`config.mk`:
```
export PLATFORM = sky130hd
export DESIGN_NAME = smi_front
export DESIGN_NICKNAME = d
export VERILOG_FILES = /design/src/rtl/core/smi_pkg.sv /design/src/rtl/core/smi_front.sv
export SDC_FILE = /design/constraint.sdc
export NUM_CORES = 1
export LEC_CHECK = 0
export BUFFER_PORTS_ARGS = -buffer_cell sky130_fd_sc_hd__clkbuf_2
export CAP_MARGIN = 0
export CORE_MARGIN = 2
export CORE_UTILIZATION = 44
export CTS_CLUSTER_SIZE = 12
export DETAILED_ROUTE_END_ITERATION = 10
export GPL_TIMING_DRIVEN = 0
export MAX_ROUTING_LAYER = met4
export PLACE_DENSITY_LB_ADDON = 0.15
export SKIP_CTS_REPAIR_TIMING = 1
export SLEW_MARGIN = 20
export SYNTH_ARGS = -nofsm -noshare
export SYNTH_HDL_FRONTEND = slang
export SYNTH_SLANG_ARGS = --single-unit
```
`constraint.sdc`:
```
create_clock -name clk_i -period 6 [get_ports clk_i]
set_input_delay 0.3 -clock clk_i [delete_from_list [all_inputs] [get_ports clk_i]]
set_output_delay 0.3 -clock clk_i [all_outputs]
set_load 0.02 [all_outputs]
```
`src/rtl/core/smi_pkg.sv`:
```
`timescale 1ns / 1ps
// ----------------------------------------------------------------------------
// smi_pkg
// Shared item types, opcodes, status codes and the instruction classes of the
// integer stack machine core.
// ----------------------------------------------------------------------------
package smi_pkg;

  typedef struct packed {
    logic [4:0]         action;
    logic signed [31:0] operand;
    logic [7:0]         arg_count;
  } in_item_t;

  typedef struct packed {
    logic [15:0]        next_address;
    logic               print_valid;
    logic signed [31:0] print_value;
    logic               halted;
    logic [1:0]         status;
  } res_item_t;

  localparam logic [4:0] OP_ADD   = 5'd0;
  localparam logic [4:0] OP_SUB   = 5'd1;
  localparam logic [4:0] OP_MUL   = 5'd2;
  localparam logic [4:0] OP_DIV   = 5'd3;
  localparam logic [4:0] OP_MOD   = 5'd4;
  localparam logic [4:0] OP_LT    = 5'd5;
  localparam logic [4:0] OP_LE    = 5'd6;
  localparam logic [4:0] OP_GT    = 5'd7;
  localparam logic [4:0] OP_GE    = 5'd8;
  localparam logic [4:0] OP_POP   = 5'd9;
  localparam logic [4:0] OP_PUSH  = 5'd10;
  localparam logic [4:0] OP_GET   = 5'd11;
  localparam logic [4:0] OP_SET   = 5'd12;
  localparam logic [4:0] OP_BR    = 5'd13;
  localparam logic [4:0] OP_BRZ   = 5'd14;
  localparam logic [4:0] OP_RET   = 5'd15;
  localparam logic [4:0] OP_RETV  = 5'd16;
  localparam logic [4:0] OP_CALL  = 5'd17;
  localparam logic [4:0] OP_EXIT  = 5'd18;
  localparam logic [4:0] OP_AND   = 5'd19;
  localparam logic [4:0] OP_OR    = 5'd20;
  localparam logic [4:0] OP_EQ    = 5'd21;
  localparam logic [4:0] OP_NE    = 5'd22;
  localparam logic [4:0] OP_PRINT = 5'd23;
  localparam logic [4:0] OP_NOT   = 5'd24;

  localparam logic [1:0] ST_OK    = 2'd0;
  localparam logic [1:0] ST_OVER  = 2'd1;
  localparam logic [1:0] ST_UNDER = 2'd2;
  localparam logic [1:0] ST_DIVZ  = 2'd3;

  typedef enum logic [3:0] {
    CL_BIN, CL_DIVMOD, CL_POP, CL_PUSH, CL_GET, CL_SET, CL_BR, CL_BRZ,
    CL_RET, CL_CALL, CL_EXIT, CL_PRINT, CL_NOT, CL_NOP
  } class_e;

  typedef struct packed {
    class_e             cls;
    logic [4:0]         op;
    logic signed [31:0] operand;
    logic [7:0]         arg_count;
    logic [2:0]         nreads;
  } dec_t;

endpackage

```
`src/rtl/core/smi_front.sv`:
```
`timescale 1ns / 1ps
// ----------------------------------------------------------------------------
// smi_front
// Accepts instruction items, classifies them and holds them in a two-entry
// queue for the execution side.
// ----------------------------------------------------------------------------
module smi_front (
  input  logic              clk_i,
  input  logic              rst_ni,
  input  logic              push_i,
  output logic              full_o,
  input  smi_pkg::in_item_t item_i,
  output logic              dec_valid_o,
  output smi_pkg::dec_t     dec_o,
  input  logic              dec_pop_i
);
  import smi_pkg::*;

  function automatic dec_t classify(in_item_t it);
    dec_t d;
    d.op        = it.action;
    d.operand   = it.operand;
    d.arg_count = it.arg_count;
    d.nreads    = 3'd0;
    case (it.action)
      OP_ADD, OP_SUB, OP_MUL, OP_LT, OP_LE, OP_GT, OP_GE,
      OP_AND, OP_OR, OP_EQ, OP_NE: begin
        d.cls = CL_BIN;
        d.nreads = 3'd2;
      end
      OP_DIV, OP_MOD: begin
        d.cls = CL_DIVMOD;
        d.nreads = 3'd2;
      end
      OP_POP:  d.cls = CL_POP;
      OP_PUSH: d.cls = CL_PUSH;
      OP_GET: begin
        d.cls = CL_GET;
        d.nreads = 3'd1;
      end
      OP_SET: begin
        d.cls = CL_SET;
        d.nreads = 3'd1;
      end
      OP_BR:   d.cls = CL_BR;
      OP_BRZ: begin
        d.cls = CL_BRZ;
        d.nreads = 3'd1;
      end
      OP_RET, OP_RETV: begin
        d.cls = CL_RET;
        d.nreads = 3'd4;
      end
      OP_CALL: d.cls = CL_CALL;
      OP_EXIT: d.cls = CL_EXIT;
      OP_PRINT: begin
        d.cls = CL_PRINT;
        d.nreads = 3'd1;
      end
      OP_NOT: begin
        d.cls = CL_NOT;
        d.nreads = 3'd1;
      end
      default: d.cls = CL_NOP;
    endcase
    return d;
  endfunction

  dec_t       q_q [2];
  logic       wp_q, rp_q;
  logic [1:0] cnt_q;
  logic       wr, rd;

  assign full_o      = cnt_q == 2'd2;
  assign dec_valid_o = cnt_q != 2'd0;
  assign dec_o       = q_q[rp_q];
  assign wr          = push_i & ~full_o;
  assign rd          = dec_pop_i & dec_valid_o;

  always_ff @(posedge clk_i or negedge rst_ni) begin
    if (!rst_ni) begin
      wp_q  <= 1'b0;
      rp_q  <= 1'b0;
      cnt_q <= '0;
    end else begin
      if (wr) wp_q <= ~wp_q;
      if (rd) rp_q <= ~rp_q;
      cnt_q <= cnt_q + {1'b0, wr} - {1'b0, rd};
    end
  end

  always_ff @(posedge clk_i) begin
    if (wr) begin
      q_q[wp_q] <= classify(item_i);
    end
  end

  queue_bound_a: assert property (@(posedge clk_i) disable iff (!rst_ni)
    cnt_q <= 2'd2) else $error("front queue count beyond two");

endmodule

```
# Word level (Yosys, flattened, before mapping)
# Memory sizes are Yosys's and may differ from the RTL's.
# Index checks and enable logic that the tools add are counted.
# op_classes
n_addsub	2
n_eq_ne	25
mux	6
n_bitwise	5
reduce_logical	7
# op_table
operator	count
one-hot mux 4 bit (13 select lines)	1
== test 5 bit, second input constant	9
== test 5 x 4 -> 1 bit, second input constant	8
== test 5 x 3 -> 1 bit, second input constant	4
OR reduction 13 bit	1
OR reduction 11 bit	1
== test 5 x 2 -> 1 bit, second input constant	2
one-hot mux 3 bit (3 select lines)	1
== test 5 x 1 -> 1 bit, second input constant	1
zero test 5 bit	1
OR reduction 5 bit	1
2-to-1 mux 4 bit	1
OR reduction 2 bit	2
2-to-1 mux 3 bit	1
inverter 1 bit	3
adder 2 x 1 -> 2 bit	1
bitwise AND 1 bit	2
== test 2 bit, second input constant	1
2-to-1 mux 1 bit	2
nonzero test 2 bit	1
subtractor 2 x 1 -> 2 bit	1
# totals
regBits	4
ramBits	104
input_bits	49
output_inout_bits	54
wordCells	49
memories	1
# memory_table
name	words	word_bits	read_ports	rd_ports_with_merged_regs	wr	line_no	text
q_q	2	52	1	0	1	smi_front.sv:69	dec_t q_q [2];

# Logic depth before layout (Yosys ltp)
# logic_depth
depth_word	5
ltp_mapped	7
depth_no_buf	7

# Least setup slack after synthesis
# No wires, ideal clock.
# synth_path
kind	reg-to-reg
startpoint	reg cnt_q[1]
endpoint	mem q_q[0][0] (netlist bit), enable pin
setup_ns	0.462
arrival_time_ns	2.770
t_required_ns	5.538
path_slack_ns	2.769
path_stages_with_launch	4
n_path_buf	0
path_cell_list	dfrtp_1 > nand2b_1 > nand2_1 > nor2_1
# synth_between
elab_chain_cells	5
# synth_rtl
item	line_no	text
start: declaration	smi_front.sv:71	logic [1:0] cnt_q;
start signal: assignment	smi_front.sv:88	cnt_q <= cnt_q + {1'b0, wr} - {1'b0, rd};
== test 2 bit	smi_front.sv:74	assign full_o = cnt_q == 2'd2;
inverter 1 bit	smi_front.sv:77	assign wr = push_i & ~full_o;
bitwise AND 1 bit	smi_front.sv:77	
2-to-1 mux 1 bit	smi_front.sv:93	if (wr) begin
2-to-1 mux 1 bit (not written as such)	smi_front.sv:94	q_q[wp_q] <= classify(item_i);
end: declaration	smi_front.sv:69	
# No other way between the ends.

==> results.sh <==
export IMPL_critPathSlowestCell="mux2_1"
export IMPL_reg2regPathDepth=5
export IMPL_whs_ns=0.118
export IMPL_hold_class="in -> reg"
export IMPL_dieWidth_um=101
export IMPL_fin_setup_tns_ns=0
export IMPL_cts_root_buf="clkbuf_8"
export IMPL_multiInputGateArea_um2=897
export IMPL_fin_crit_ns=2.00
export IMPL_dp_hpwl_um=4520
export IMPL_worst_path_most_repeated_cell="buf_2"
export IMPL_clk_pin_slew_worst_paths_ns=0.11
export IMPL_vdd_drop_max_uv=306
export IMPL_num_io_pins=103
export IMPL_yosysSeqAreaShare_pct=77.1
export IMPL_placed_area_mm2=0.00494
export IMPL_grt_pass1_vias=2214
export IMPL_drt_initial_drc_count=83
export IMPL_vias_per_cell=4.73
export IMPL_synth_distinct_cells=33
export IMPL_fin_nets=385
export IMPL_worstPathArrival_ns=1.70
export IMPL_area_growth_pct=23.1
export IMPL_setup_viol=0
export IMPL_status="complete, no violations"
export IMPL_hold_viol=0
export IMPL_cap_violations=0
export IMPL_tightestPinTransition_ns=0.481
export IMPL_rows=35
export IMPL_clk_latency_ns=0.36
export IMPL_crit_type="reg -> out"
export IMPL_p_leak_nw=1.96
export IMPL_slowest_delay_ns=0.37
export IMPL_sw_frac_of_total_pct=34.5
export IMPL_yosys_area_top_type_share_pct=74.7
export IMPL_yosys_register_bits=108
export IMPL_fin_crit_sh_pct=33.3
export IMPL_synth_area_per_cell_um2=19.3
export IMPL_dr_pass1_iters=4
export IMPL_numCtsBuffers=9
export IMPL_drc=0
export IMPL_design_die_area_mm2=0.0103
export IMPL_vias=2215
export IMPL_yosysTopAreaCell="edfxtp_1"
export IMPL_crit_start="rp_q$_DFFE_PN0P_"
export IMPL_comb_power_share_pct=36.0
export IMPL_crit_path_start_kind="flip-flop"
export IMPL_io_buffers=102
export IMPL_fin_cells=468
export IMPL_place_inst=451
export IMPL_slew_headroom_pct=67.9
export IMPL_grt_pass1_wl_um=10700
export IMPL_initial_utilization_pct=45.2
export IMPL_power_internal_mw=1.55
export IMPL_p_sw_mw=0.814
export IMPL_yosys_warnings=0
export IMPL_seq_power_share_pct=45.2
export IMPL_worstPathMaxFanout=10
export IMPL_worstHoldPathCells=1
export IMPL_htree_num_levels=3
export IMPL_die_y_um=101
export IMPL_fin_worst_skew_ns=0.00835
export IMPL_coreArea_mm2=0.00924
export IMPL_report_final_slew_viol_count=0
export IMPL_worstPathRequired_ns=5.70
export IMPL_yosys_top_cells_area="edfxtp_1 (75%), mux2_1 (13%), dfrtp_1 (2.4%)"
export IMPL_grtUsageTotal_pct=14.3
export IMPL_post_drt_wl_per_cell_um=14.7
export IMPL_routabilityCongestion=0.714
export IMPL_path_cells="buf_2, buf_2, mux2_1, clkbuf_2"
export IMPL_min_delay_start="item_i[10]"
export IMPL_fillers=771
export IMPL_r2r_start="cnt_q[1]$_DFF_PN0_"
export IMPL_drt_wl_total_um=6900
export IMPL_drive_gt1_share_pct=40.7
export IMPL_synth_nets=268
export IMPL_end_kind="output port"
export IMPL_fmax_mhz=500
export IMPL_pwr_density_cell_mw_per_mm2=458
export IMPL_rsz0062_at_grt="no"
export IMPL_antenna_found_initial=0
export IMPL_ff_latch_area_mm2=0.00322
export IMPL_pwr_share_clk_pct=18.8
export IMPL_fin_area_mm2=0.00515
export IMPL_syn_inst=217
export IMPL_grt_overflow=0
export IMPL_antennaDiodeCount=0
export IMPL_clock_sinks=108
export IMPL_synth_area_mm2=0.00418
export IMPL_clockBufferDepth=2
export IMPL_total_power_mw=2.36
export IMPL_cts_tree="built"
export IMPL_ant_nets=0
export IMPL_grt_start_max_net_pins=41
## final cells by class
| cell class | instances | area share (%) |
|---|---|---|
| inverters | 3 | 0.219 |
| clock inverters | 7 | 1.43 |
| clock buffers | 9 | 2.41 |
| flip-flops and latches | 108 | 62.6 |
| multi-input cells | 96 | 17.4 |
| plain buffers | 10 | 1.19 |
| well taps | 129 | 3.14 |
| repair buffers | 106 | 11.6 |
## layout by cell type (no fill, tap or decap), types with 2 or more instances in the layout
cell type,synthesis,layout
dfrtp_1,4,4
xnor2_1,5,5
nor2_1,3,2
mux2_1,49,49
a21oi_1,2,2
clkbuf_8,0,9
and2_1,2,2
inv_6,0,2
nand2_1,5,5
buf_2,7,7
clkbuf_2,0,102
buf_4,2,2
inv_1,3,3
edfxtp_1,104,104
o22ai_1,2,2
nand2b_1,3,3
ha_1,2,2
clkinv_1,0,2
buf_16,0,2
and3_2,2,2
o21ai_0,3,3
mux2_2,3,3
## worst max-delay path, delay by kind of cell, from the launching register on
kind	cells	cell delay (ns)
buf+inv	3	0.64
flops	1	0.33
mux	1	0.37
## through the flow
step                      utilization (%)  setup WS, ns
after floorplan                         -          2.77
after global placement               52.5          1.34
after detailed placement             53.5          4.16
after CTS                            55.6          3.95
after global routing                 55.7          3.89
final                                55.7          4.00
## power groups by stage
| stage | registers (mW) | logic [mW] | clock network [mW] |
|---|---|---|---|
| after floorplan | 1.09 | 0.561 | 0 |
| after CTS | 1.07 | 0.874 | 0.460 |
| after global placement | 1.10 | 0.819 | 0 |
| final | 1.07 | 0.848 | 0.443 |
| after detailed placement | 1.09 | 0.870 | 0 |
| after global routing | 1.09 | 0.924 | 0.488 |
## worst paths after layout
path                                             end  slack [ns]
worst max register to register  q_q[0][23]$_DFFE_PP_        4.17
worst max-delay path                       dec_o[30]        4.00
worst min register to register    cnt_q[1]$_DFF_PN0_        0.50
worst min-delay path            q_q[0][13]$_DFFE_PP_        0.12
min in group asynchronous           wp_q$_DFFE_PN0P_        0.26
max in group asynchronous           rp_q$_DFFE_PN0P_        5.61
## synthesized netlist by cell type, drive strengths merged
cell,number
nand2b,3
nand2,5
mux2,52
nand3,1
o21a,1
nor4b,1
o21ai,5
nor2,3
ha,2
o31ai,1
or3,1
and3,3
xnor2,5
o32ai,1
edfxtp,104
inv,3
buf,10
dfrtp,4
or2,1
or3b,1
o22ai,2
nor2b,1
xor2,1
a21oi,2
a22o,1
a2bb2oi,1
and2,2
## per-layer routing
metal	GRT usage (%)	up-vias	wire, um
li1	-	1073	-
met1	17.2	1074	2950
met2	23.0	59	3480
met3	4.00	9	349
met4	5.93	0	111
met5	-	-	0
## cell families after synthesis
logic type	count (synthesis)	share of synthesized area, %
muxes	52	14.0
buffers and inverters	13	1.74
DFF	108	77.1
AOI/OAI and AO/OA	14	2.21
xor gates and xnor gates	6	1.26
and+or+nand+nor	22	3.08
adders and majority gates	2	0.599
## state kept, by name (all words and copies together) (netlist names)
signal  count
q_q       104
wp_q        1
cnt_q       2
rp_q        1
Note: power is estimated with default switching activity, not from simulation.
